[src/hdl/gre_hp_pkg.sv]
// Package for the GRE header parser: parse phases, flag masks, result layout
// and the small helper functions for field presence and header checks.
// Used by gre_header_parser; depends on nothing else.
package gre_hp_pkg;

    // Largest number of bytes of one packet that are parsed and summed.
    localparam logic [15:0] MAX_PACKET_BYTES = 16'd65535;

    // Flags halfword bits.
    localparam logic [15:0] FLG_C      = 16'h8000;
    localparam logic [15:0] FLG_R      = 16'h4000;
    localparam logic [15:0] FLG_K      = 16'h2000;
    localparam logic [15:0] FLG_S      = 16'h1000;
    localparam logic [15:0] FLG_STRICT = 16'h0800;
    localparam logic [15:0] FLG_RECUR  = 16'h0700;
    localparam logic [15:0] FLG_A      = 16'h0080;
    localparam logic [15:0] FLG_VER    = 16'h0007;
    localparam logic [15:0] FLG_RSV_V0 = 16'h00f8;
    localparam logic [15:0] FLG_RSV_V1 = 16'h0078;

    localparam logic [2:0]  VER_BASIC    = 3'd0;
    localparam logic [2:0]  VER_ENHANCED = 3'd1;
    localparam logic [15:0] PROTO_PPP    = 16'h880b;

    // Result word width on the output stream.
    localparam int RESULT_W = 192;

    typedef enum logic [3:0] {
        PH_BASE    = 4'd0,
        PH_CSUM    = 4'd1,
        PH_KEY     = 4'd2,
        PH_SEQ     = 4'd3,
        PH_ACK     = 4'd4,
        PH_RHDR    = 4'd5,
        PH_RDATA   = 4'd6,
        PH_PAYLOAD = 4'd7
    } t_phase;

    // Result item, last field in the lowest bits.
    typedef struct packed {
        logic [4:0]  pad;
        logic        aborted;
        logic        malformed;
        logic        sum_ok;
        logic [15:0] payload_start;
        logic [7:0]  route_entries;
        logic [31:0] ack_value;
        logic [31:0] sequence_value;
        logic [31:0] key_value;
        logic [15:0] route_offset_field;
        logic [15:0] checksum_field;
        logic [15:0] protocol_word;
        logic [15:0] flags_word;
    } t_result;

    // True when the optional field of phase q follows the base header.
    function automatic logic f_present(input t_phase q, input logic [15:0] flags);
        logic [2:0] ver;
        logic       res;
        ver = flags[2:0];
        res = 1'b0;
        if (ver == VER_BASIC) begin
            case (q)
                PH_CSUM: res = (flags & (FLG_C | FLG_R)) != 16'd0;
                PH_KEY:  res = (flags & FLG_K) != 16'd0;
                PH_SEQ:  res = (flags & FLG_S) != 16'd0;
                PH_RHDR: res = (flags & FLG_R) != 16'd0;
                default: res = 1'b0;
            endcase
        end else if (ver == VER_ENHANCED) begin
            case (q)
                PH_KEY:  res = (flags & FLG_K) != 16'd0;
                PH_SEQ:  res = (flags & FLG_S) != 16'd0;
                PH_ACK:  res = (flags & FLG_A) != 16'd0;
                default: res = 1'b0;
            endcase
        end
        return res;
    endfunction

    // First present phase after the current one, else the payload.
    function automatic t_phase f_next_phase(input t_phase cur, input logic [15:0] flags);
        t_phase res;
        if (cur < PH_CSUM && f_present(PH_CSUM, flags)) begin
            res = PH_CSUM;
        end else if (cur < PH_KEY && f_present(PH_KEY, flags)) begin
            res = PH_KEY;
        end else if (cur < PH_SEQ && f_present(PH_SEQ, flags)) begin
            res = PH_SEQ;
        end else if (cur < PH_ACK && f_present(PH_ACK, flags)) begin
            res = PH_ACK;
        end else if (cur < PH_RHDR && f_present(PH_RHDR, flags)) begin
            res = PH_RHDR;
        end else begin
            res = PH_PAYLOAD;
        end
        return res;
    endfunction

    // Checks on the completed base header.
    function automatic logic f_base_bad(input logic [15:0] flags, input logic [15:0] proto);
        logic res;
        if (flags[2:0] == VER_BASIC) begin
            res = ((flags & FLG_RSV_V0) != 16'd0) ||
                  (((flags & FLG_STRICT) != 16'd0) && ((flags & FLG_R) == 16'd0));
        end else if (flags[2:0] == VER_ENHANCED) begin
            res = (proto != PROTO_PPP) ||
                  ((flags & (FLG_C | FLG_R | FLG_STRICT | FLG_RECUR | FLG_RSV_V1)) != 16'd0);
        end else begin
            res = 1'b1;
        end
        return res;
    endfunction

endpackage

[src/hdl/gre_header_parser.sv]
// GRE header parser top level: byte stream in, one summary word per packet out.
// Depends on gre_hp_pkg for phases, masks, the result layout and helpers.
//
// Usage:
// The slave stream takes one packet byte per word in i_s_tdata[7:0], wire order
// from the GRE header start, with i_s_tlast on the final byte. The master stream
// gives one result word per packet, sent for the word that carried tlast.
// Each accepted word goes into an input register; from there the parse
// state (phase, byte position, header fields, route walk, ones-complement sum)
// is updated by one pass of logic, and for a last byte the summary is written
// to the output register, which drives o_m_tvalid. Throughput is one byte per
// cycle, set by the single state update per byte, while no last byte waits
// in the input register for the output register to be freed.
// When the receiver stalls, the result stays in the output register; bytes that
// are not last keep flowing, and a last byte waits in the input register until
// the output register is free, which then holds o_s_tready low.
// Reset (synchronous, active low) empties both registers and returns the parse
// state to the base-header phase with all fields cleared; the same happens to
// the parse state after each last byte.
module gre_header_parser (
    input  logic                             i_clk,
    input  logic                             i_rst_n,
    input  logic                             i_s_tvalid,
    output logic                             o_s_tready,
    input  logic [7:0]                       i_s_tdata,  // data_byte
    input  logic                             i_s_tlast,  // end_of_packet
    output logic                             o_m_tvalid,
    input  logic                             i_m_tready,
    // From bit 0: flags_word, protocol_word, checksum_field, route_offset_field,
    // key_value, sequence_value, ack_value, route_entries, payload_start,
    // sum_ok, malformed, aborted, zero padding.
    output logic [gre_hp_pkg::RESULT_W-1:0]  o_m_tdata
);
    import gre_hp_pkg::*;

    // Input register.
    logic        r_in_valid, n_in_valid;
    logic [7:0]  r_in_byte;
    logic        r_in_last;

    // Parse state.
    logic [15:0] r_position, n_position;
    t_phase      r_phase, n_phase;
    logic [15:0] r_flag, n_flag;
    logic [15:0] r_proto, n_proto;
    logic [15:0] r_csum_field, n_csum_field;
    logic [15:0] r_roff_field, n_roff_field;
    logic [31:0] r_key, n_key;
    logic [31:0] r_seq, n_seq;
    logic [31:0] r_ack, n_ack;
    logic [2:0]  r_field_bytes, n_field_bytes;
    logic [31:0] r_route_head, n_route_head;
    logic [7:0]  r_route_left, n_route_left;
    logic [7:0]  r_route_count, n_route_count;
    logic [15:0] r_ones_sum, n_ones_sum;
    logic        r_odd_pend, n_odd_pend;
    logic [7:0]  r_odd_byte, n_odd_byte;
    logic [15:0] r_payload_at, n_payload_at;
    logic        r_bad, n_bad;
    logic        r_stop, n_stop;

    // Output register.
    logic        r_out_valid, n_out_valid;
    t_result     r_res, n_res;

    logic        w_out_free;
    logic        w_adv;

    // The input register moves on unless a last byte finds the output full.
    assign w_out_free = !r_out_valid || i_m_tready;
    assign w_adv      = r_in_valid && (!r_in_last || w_out_free);
    assign o_s_tready = !r_in_valid || w_adv;
    assign o_m_tvalid = r_out_valid;
    assign o_m_tdata  = r_res;

    always_comb begin
        n_in_valid = r_in_valid;
        if (i_s_tvalid && o_s_tready) begin
            n_in_valid = 1'b1;
        end else if (w_adv) begin
            n_in_valid = 1'b0;
        end
    end

    // Per-byte state update and the summary on the last byte.
    always_comb begin
        logic        parse_en;
        logic        enter;
        logic        add_en;
        logic [15:0] add_word;
        logic [16:0] sum_raw;
        logic        mal;
        logic        abt;
        logic        sok;
        logic [15:0] pay_len;

        n_position    = r_position;
        n_phase       = r_phase;
        n_flag        = r_flag;
        n_proto       = r_proto;
        n_csum_field  = r_csum_field;
        n_roff_field  = r_roff_field;
        n_key         = r_key;
        n_seq         = r_seq;
        n_ack         = r_ack;
        n_field_bytes = r_field_bytes;
        n_route_head  = r_route_head;
        n_route_left  = r_route_left;
        n_route_count = r_route_count;
        n_ones_sum    = r_ones_sum;
        n_odd_pend    = r_odd_pend;
        n_odd_byte    = r_odd_byte;
        n_payload_at  = r_payload_at;
        n_bad         = r_bad;
        n_stop        = r_stop;
        n_res         = r_res;
        n_out_valid   = r_out_valid && !i_m_tready;

        parse_en = (r_position != MAX_PACKET_BYTES);
        enter    = 1'b0;
        add_en   = 1'b0;
        add_word = 16'd0;
        mal      = 1'b0;
        abt      = 1'b0;
        sok      = 1'b0;
        pay_len  = 16'd0;

        if (w_adv) begin
            if (!parse_en) begin
                // Oversize packet: the byte is dropped.
                n_stop = 1'b1;
                n_bad  = 1'b1;
            end else begin
                n_position = r_position + 16'd1;

                // Pair bytes into 16-bit words for the checksum.
                if (r_odd_pend) begin
                    add_en     = 1'b1;
                    add_word   = {r_odd_byte, r_in_byte};
                    n_odd_pend = 1'b0;
                end else begin
                    n_odd_pend = 1'b1;
                    n_odd_byte = r_in_byte;
                end

                n_field_bytes = r_field_bytes + 3'd1;
                case (r_phase)
                    PH_BASE: begin
                        if (r_field_bytes < 3'd2) begin
                            n_flag = {r_flag[7:0], r_in_byte};
                        end else begin
                            n_proto = {r_proto[7:0], r_in_byte};
                        end
                        if (r_field_bytes == 3'd3) begin
                            n_bad = r_bad || f_base_bad(n_flag, n_proto);
                            enter = 1'b1;
                        end
                    end
                    PH_CSUM: begin
                        if (r_field_bytes < 3'd2) begin
                            n_csum_field = {r_csum_field[7:0], r_in_byte};
                        end else begin
                            n_roff_field = {r_roff_field[7:0], r_in_byte};
                        end
                        enter = (r_field_bytes == 3'd3);
                    end
                    PH_KEY: begin
                        n_key = {r_key[23:0], r_in_byte};
                        enter = (r_field_bytes == 3'd3);
                    end
                    PH_SEQ: begin
                        n_seq = {r_seq[23:0], r_in_byte};
                        enter = (r_field_bytes == 3'd3);
                    end
                    PH_ACK: begin
                        n_ack = {r_ack[23:0], r_in_byte};
                        enter = (r_field_bytes == 3'd3);
                    end
                    PH_RHDR: begin
                        n_route_head = {r_route_head[23:0], r_in_byte};
                        if (r_field_bytes == 3'd3) begin
                            if (r_route_count != 8'hff) begin
                                n_route_count = r_route_count + 8'd1;
                            end
                            if (n_route_head[31:16] == 16'd0 && n_route_head[7:0] == 8'd0) begin
                                // Terminator entry ends the route list.
                                if (n_route_head[15:8] != 8'd0) begin
                                    n_bad = 1'b1;
                                end
                                enter = 1'b1;
                            end else if (n_route_head[7:0] != 8'd0) begin
                                n_route_left = n_route_head[7:0];
                                n_phase      = PH_RDATA;
                            end else begin
                                n_field_bytes = 3'd0;
                            end
                        end
                    end
                    PH_RDATA: begin
                        n_field_bytes = r_field_bytes;
                        n_route_left  = r_route_left - 8'd1;
                        if (n_route_left == 8'd0) begin
                            n_phase       = PH_RHDR;
                            n_field_bytes = 3'd0;
                        end
                    end
                    default: begin
                        n_field_bytes = r_field_bytes;
                    end
                endcase

                if (enter) begin
                    n_phase       = f_next_phase(r_phase, n_flag);
                    n_field_bytes = 3'd0;
                    if (n_phase == PH_PAYLOAD) begin
                        n_payload_at = n_position;
                    end
                end
            end

            // A byte left unpaired at the end is padded with zero.
            if (r_in_last && n_odd_pend) begin
                add_en   = 1'b1;
                add_word = {n_odd_byte, 8'h00};
            end
        end

        // Ones-complement add with end-around carry.
        sum_raw = {1'b0, r_ones_sum} + {1'b0, add_word};
        if (add_en) begin
            n_ones_sum = sum_raw[15:0] + {15'd0, sum_raw[16]};
        end

        if (w_adv && r_in_last) begin
            // Summary checks on the final state of the packet.
            mal     = n_bad;
            abt     = n_stop;
            pay_len = n_position - n_payload_at;
            if (n_phase != PH_PAYLOAD) begin
                abt = 1'b1;
                if (n_phase == PH_RHDR || n_phase == PH_RDATA) begin
                    mal = 1'b1;
                end
            end else if (!n_stop) begin
                if (n_flag[2:0] == VER_BASIC && n_payload_at == n_position &&
                    n_proto != 16'd0) begin
                    mal = 1'b1;
                end
                if (n_flag[2:0] == VER_ENHANCED && (n_flag & FLG_K) != 16'd0 &&
                    n_key[31:16] > pay_len) begin
                    mal = 1'b1;
                    abt = 1'b1;
                end
            end
            sok = (n_phase != PH_BASE) && (n_phase != PH_CSUM) &&
                  (n_flag[2:0] == VER_BASIC) && ((n_flag & FLG_C) != 16'd0) &&
                  !n_stop && (n_ones_sum == 16'hffff);

            n_res.pad                = 5'd0;
            n_res.aborted            = abt;
            n_res.malformed          = mal;
            n_res.sum_ok             = sok;
            n_res.payload_start      = n_payload_at;
            n_res.route_entries      = n_route_count;
            n_res.ack_value          = n_ack;
            n_res.sequence_value     = n_seq;
            n_res.key_value          = n_key;
            n_res.route_offset_field = n_roff_field;
            n_res.checksum_field     = n_csum_field;
            n_res.protocol_word      = n_proto;
            n_res.flags_word         = n_flag;
            n_out_valid              = 1'b1;

            // Back to the start-of-packet state.
            n_position    = 16'd0;
            n_phase       = PH_BASE;
            n_flag        = 16'd0;
            n_proto       = 16'd0;
            n_csum_field  = 16'd0;
            n_roff_field  = 16'd0;
            n_key         = 32'd0;
            n_seq         = 32'd0;
            n_ack         = 32'd0;
            n_field_bytes = 3'd0;
            n_route_head  = 32'd0;
            n_route_left  = 8'd0;
            n_route_count = 8'd0;
            n_ones_sum    = 16'd0;
            n_odd_pend    = 1'b0;
            n_odd_byte    = 8'd0;
            n_payload_at  = 16'd0;
            n_bad         = 1'b0;
            n_stop        = 1'b0;
        end
    end

    // Payload registers.
    always_ff @(posedge i_clk) begin
        if (i_s_tvalid && o_s_tready) begin
            r_in_byte <= i_s_tdata;
            r_in_last <= i_s_tlast;
        end
        r_res <= n_res;
    end

    // Control and parse state registers.
    always_ff @(posedge i_clk) begin
        if (!i_rst_n) begin
            r_in_valid    <= 1'b0;
            r_out_valid   <= 1'b0;
            r_position    <= 16'd0;
            r_phase       <= PH_BASE;
            r_flag        <= 16'd0;
            r_proto       <= 16'd0;
            r_csum_field  <= 16'd0;
            r_roff_field  <= 16'd0;
            r_key         <= 32'd0;
            r_seq         <= 32'd0;
            r_ack         <= 32'd0;
            r_field_bytes <= 3'd0;
            r_route_head  <= 32'd0;
            r_route_left  <= 8'd0;
            r_route_count <= 8'd0;
            r_ones_sum    <= 16'd0;
            r_odd_pend    <= 1'b0;
            r_odd_byte    <= 8'd0;
            r_payload_at  <= 16'd0;
            r_bad         <= 1'b0;
            r_stop        <= 1'b0;
        end else begin
            r_in_valid    <= n_in_valid;
            r_out_valid   <= n_out_valid;
            r_position    <= n_position;
            r_phase       <= n_phase;
            r_flag        <= n_flag;
            r_proto       <= n_proto;
            r_csum_field  <= n_csum_field;
            r_roff_field  <= n_roff_field;
            r_key         <= n_key;
            r_seq         <= n_seq;
            r_ack         <= n_ack;
            r_field_bytes <= n_field_bytes;
            r_route_head  <= n_route_head;
            r_route_left  <= n_route_left;
            r_route_count <= n_route_count;
            r_ones_sum    <= n_ones_sum;
            r_odd_pend    <= n_odd_pend;
            r_odd_byte    <= n_odd_byte;
            r_payload_at  <= n_payload_at;
            r_bad         <= n_bad;
            r_stop        <= n_stop;
        end
    end

`ifndef SYNTHESIS
    // A last byte leaves the parser at the start of a new packet.
    a_last_resets: assert property (@(posedge i_clk) disable iff (!i_rst_n)
        (w_adv && r_in_last) |=> (r_position == 16'd0 && r_phase == PH_BASE))
        else $error("parse state not cleared after last byte");

    // Route data phase always has bytes left to skip.
    a_rdata_left: assert property (@(posedge i_clk) disable iff (!i_rst_n)
        (r_phase == PH_RDATA) |-> (r_route_left != 8'd0))
        else $error("route data phase with nothing left");

    // The payload start lies inside the bytes already seen.
    a_payload_at: assert property (@(posedge i_clk) disable iff (!i_rst_n)
        (r_phase == PH_PAYLOAD) |-> (r_payload_at != 16'd0 && r_payload_at <= r_position))
        else $error("payload start beyond byte position");

    // A new result is never written over one still waiting.
    a_no_overwrite: assert property (@(posedge i_clk) disable iff (!i_rst_n)
        (r_out_valid && !i_m_tready) |=> $stable(r_res))
        else $error("pending result overwritten");
`endif

endmodule

[config.mk]
export PLATFORM = sky130hd
export DESIGN_NAME = gre_header_parser
export DESIGN_NICKNAME = d
export VERILOG_FILES = /design/src/hdl/gre_hp_pkg.sv /design/src/hdl/gre_header_parser.sv
export SDC_FILE = /design/constraint.sdc
export NUM_CORES = 1
export LEC_CHECK = 0
export BUFFER_PORTS_ARGS = -buffer_cell sky130_fd_sc_hd__buf_2
export CAP_MARGIN = 20
export CORE_MARGIN = 2
export CORE_UTILIZATION = 45
export CTS_BUF_LIST = sky130_fd_sc_hd__clkbuf_8
export CTS_CLUSTER_SIZE = 8
export DETAILED_ROUTE_END_ITERATION = 10
export GPL_TIMING_DRIVEN = 0
export SETUP_SLACK_MARGIN = 0.05
export SLEW_MARGIN = 20
export SYNTH_ARGS = -nofsm -noshare
export SYNTH_HDL_FRONTEND = slang
export SYNTH_SLANG_ARGS = --single-unit
[constraint.sdc]
create_clock -name i_clk -period 8.81 [get_ports i_clk]
set_input_delay 1.3215 -clock i_clk [delete_from_list [all_inputs] [get_ports i_clk]]
set_output_delay 1.3215 -clock i_clk [all_outputs]
set_load 0.02 [all_outputs]
==> run summary <==
TritonCTS clock tree - built
Syn Area/Cell - 11.3 um2
setup slack after placement - 0.153 ns
Worst R2R Setup Slack - 0.75 ns
grt total ovfl - 0
PwrDens - 191 nW/um2
hold_ws - 0.454 ns
first-pass GRT wire length - 74700 um
Synth Warn # - 0
crit-path most repeated cell - ha_1
Seq/Total Area, Yosys - 56.9%
final slew viol count - 0
chip width - 214 um
area of the multi-input gates - 8070 um2
leakage dissipation - 9.50 nW
Area Overhead vs Synth - 17.4%
met3 routed WL - 3250 um
final layout net count - 2106
Max-slew headroom - 26.8%
Most used DFF post-synth - dfxtp_1
synth top area cells - edfxtp_1 (30%), dfxtp_1 (27%), mux2_2 (9.1%), and2_1 (6.2%), ha_1 (3.5%)
Bufs on Longest Clock Path - 3
post-synthesis cell count - 1746
Least-Margin Pin Slew - 1.10 ns
reg2reg end - o_m_tdata[184]
storage element area - 11300 um2
biggest cell delay along the critical path - 0.69 ns
Max Cap Viol - 0
gr usage total - 21.6%
remaining routing DRC violations - 0
largest net degree at the start of global routing - 100
PortBufs - 201
Crit path arrival time - 8.50 ns
final worst-path cycle share - 91.5%
Power Total - 4.44 mW
CTS H-Tree Depth - 3
Worst setup EP type - register
mean routed wirelength per cell - 18.3 um
worst vdd ir - 0.122 mV
setup TNS - 0 ns
fmax - 124 MHz
# setup viols final - 0
CP max FO - 8
top cell type's share of synthesized area - 29.8%
Routed met1 length - 21900 um
Yosys cell types - 69
Die Outline Area - 45600 um2
number of I/O pins - 207
Yosys reg bits - 464
Critical path origin - r_position[0]
Final ANT Viol Nets - 0
Placer Congestion - 0.860
worst skew pair latency - 0.67 ns
RR Startpoint - r_position[0]
initial antenna violation count - 0
CP Class - register to register
placed cells - 2538
clock transition at the registers of the reported paths - 0.06 ns
row count - 76
Worst setup SP type - register
final hold violation count - 0
status - finished, final reports clean
area leader, netlist - edfxtp_1
Post-synth ARST share - 0%
FF-to-FF path depth - 28
routed wl met2 - 22900 um
CTS Root Cell - clkbuf_8
Max Used Layer - met4
Layout Utilization - 53.7%
Post-DP HPWL - 34700 um
Hold-fix buffers, CTS - 0
core area - 43300 um2
Worst setup endpoint - o_m_tdata[184]
initial core utilization - 45.7%
Hold/Removal Path Class - register to register
worst setup margin - 0.745 ns
post-synthesis cell area - 19800 um2
Post-synth EDFFs - 196
Initial DRT Pass Iterations - 5
# clock sinks - 464
critical path's slowest cell - or4b_2
vias in the first global route - 13600
Worst Path Required - 9.25 ns
Non-Filler Instances - 2685
drt via density - 5.19
Area after DPL - 21600 um2
Num CTS Buffers - 80
final worst path period need - 8.06 ns
# fillers - 3837
Die Y - 214 um
RSZ-0062 raised after global routing - false
initial drt markers - 876
share of layout cells above drive strength 1 - 24.1%
final instance area - 23200 um2
via count - 13900
Layout Skew - 0.0334 ns
final wirelength - 49300 um
n_diodes - 0
## layout make-up
| cell class | count | share of cell area [%] |
|---|---|---|
| clock inverters | 53 | 1.37 |
| clock buffers | 94 | 5.57 |
| plain buffers | 80 | 1.41 |
| well taps | 585 | 3.15 |
| repair buffers | 203 | 4.57 |
| flip-flops and latches | 464 | 48.5 |
| inverters | 41 | 0.695 |
| multi-input cells | 1165 | 34.8 |
## cell usage in the layout, fill, tap and decap left out, types with 17 or more instances in the layout
cell / Yosys / routed
o21ai_0: 48 / 48
mux2_2: 159 / 159
nand3_1: 29 / 29
edfxtp_1: 196 / 196
nor2_1: 118 / 118
inv_1: 41 / 71
buf_2: 1 / 202
nand2_1: 133 / 133
clkbuf_1: 70 / 70
and2_1: 196 / 196
a21o_1: 21 / 21
dfxtp_1: 268 / 268
nand4_1: 22 / 22
mux2i_1: 18 / 18
nor4_1: 17 / 17
a21oi_1: 88 / 88
ha_1: 56 / 56
xor2_1: 26 / 26
clkbuf_8: 0 / 94
xnor2_1: 34 / 34
nor3_1: 29 / 28
## Yosys cell counts, drive strengths merged, types with 12 or more instances
library cell / number
mux2i: 18
and2: 196
edfxtp: 196
a21oi: 88
mux2: 159
nor4: 18
nor3: 30
nand2: 133
nand4: 22
nor2: 118
a21o: 21
clkbuf: 70
xnor2: 34
o21ai: 50
inv: 41
o31ai: 12
dfxtp: 268
xor2: 26
nand3: 29
ha: 56
## state kept, by name, indices dropped and copies added, names as in the netlist, 3 cells and up
register / cells
r_field_bytes: 3
r_odd_byte: 8
r_route_count: 8
r_in_byte: 8
o_m_tdata: 187
r_seq: 32
r_position: 16
r_flag: 16
r_key: 32
r_roff_field: 16
r_csum_field: 16
r_phase: 4
r_ones_sum: 16
r_proto: 16
r_ack: 32
r_route_left: 8
r_route_head: 24
r_payload_at: 16
## worst min path at each step
stage,startpoint,endpoint,slack (ns),depth (start not counted)
after global placement,r_route_head[16],r_route_head[16],0.44,2
after detailed placement,r_route_head[22],r_route_head[22],0.45,2
after CTS,r_route_head[4],r_route_head[12],0.45,2
after global routing,r_route_head[4],r_route_head[12],0.46,2
after floorplan,r_route_head[21],r_route_head[21],0.44,2
final,r_route_head[22],r_route_head[22],0.45,2
## logic make-up (layout without fill, tap and decap cells)
logic type,Yosys count,after routing,share of synthesized area [%]
simple gates,621,621,16.5
flops,464,464,56.9
compound gates,244,244,7.77
mux,177,177,9.97
buf+inv,121,471,2.44
xor+xnor,60,60,2.66
fa+ha+maj,58,58,3.75
other cells,1,5,0.0190
## critical path, delay by kind of cell, from the launching register on
family / cells / cell delay, ns
flops: 1 / 0.41
compound gates: 12 / 2.92
simple gates: 11 / 3.32
fa+ha+maj: 5 / 1.24
## layer usage
metal  track usage (%)  vias to the layer above
met3              6.17                       78
li1                  -                     6774
met5                 0                        -
met4              6.85                        0
met2              34.9                      382
met1              28.0                     6696
## timing repair
item | 4_1_cts | 5_1_grt
resized for setup | 0 | 2
endpoints found under the setup margin | 0 | 1
buffers inserted | 0 | 0
## where the power goes
group          switching [mW]  total, mW  internal [mW]
Combinational           0.150      0.212         0.0614
Sequential             0.0178       2.28           2.26
Clock                   0.884       1.95           1.07
Total                    1.05       4.44           3.39
Power figures use the tool's default switching activity.
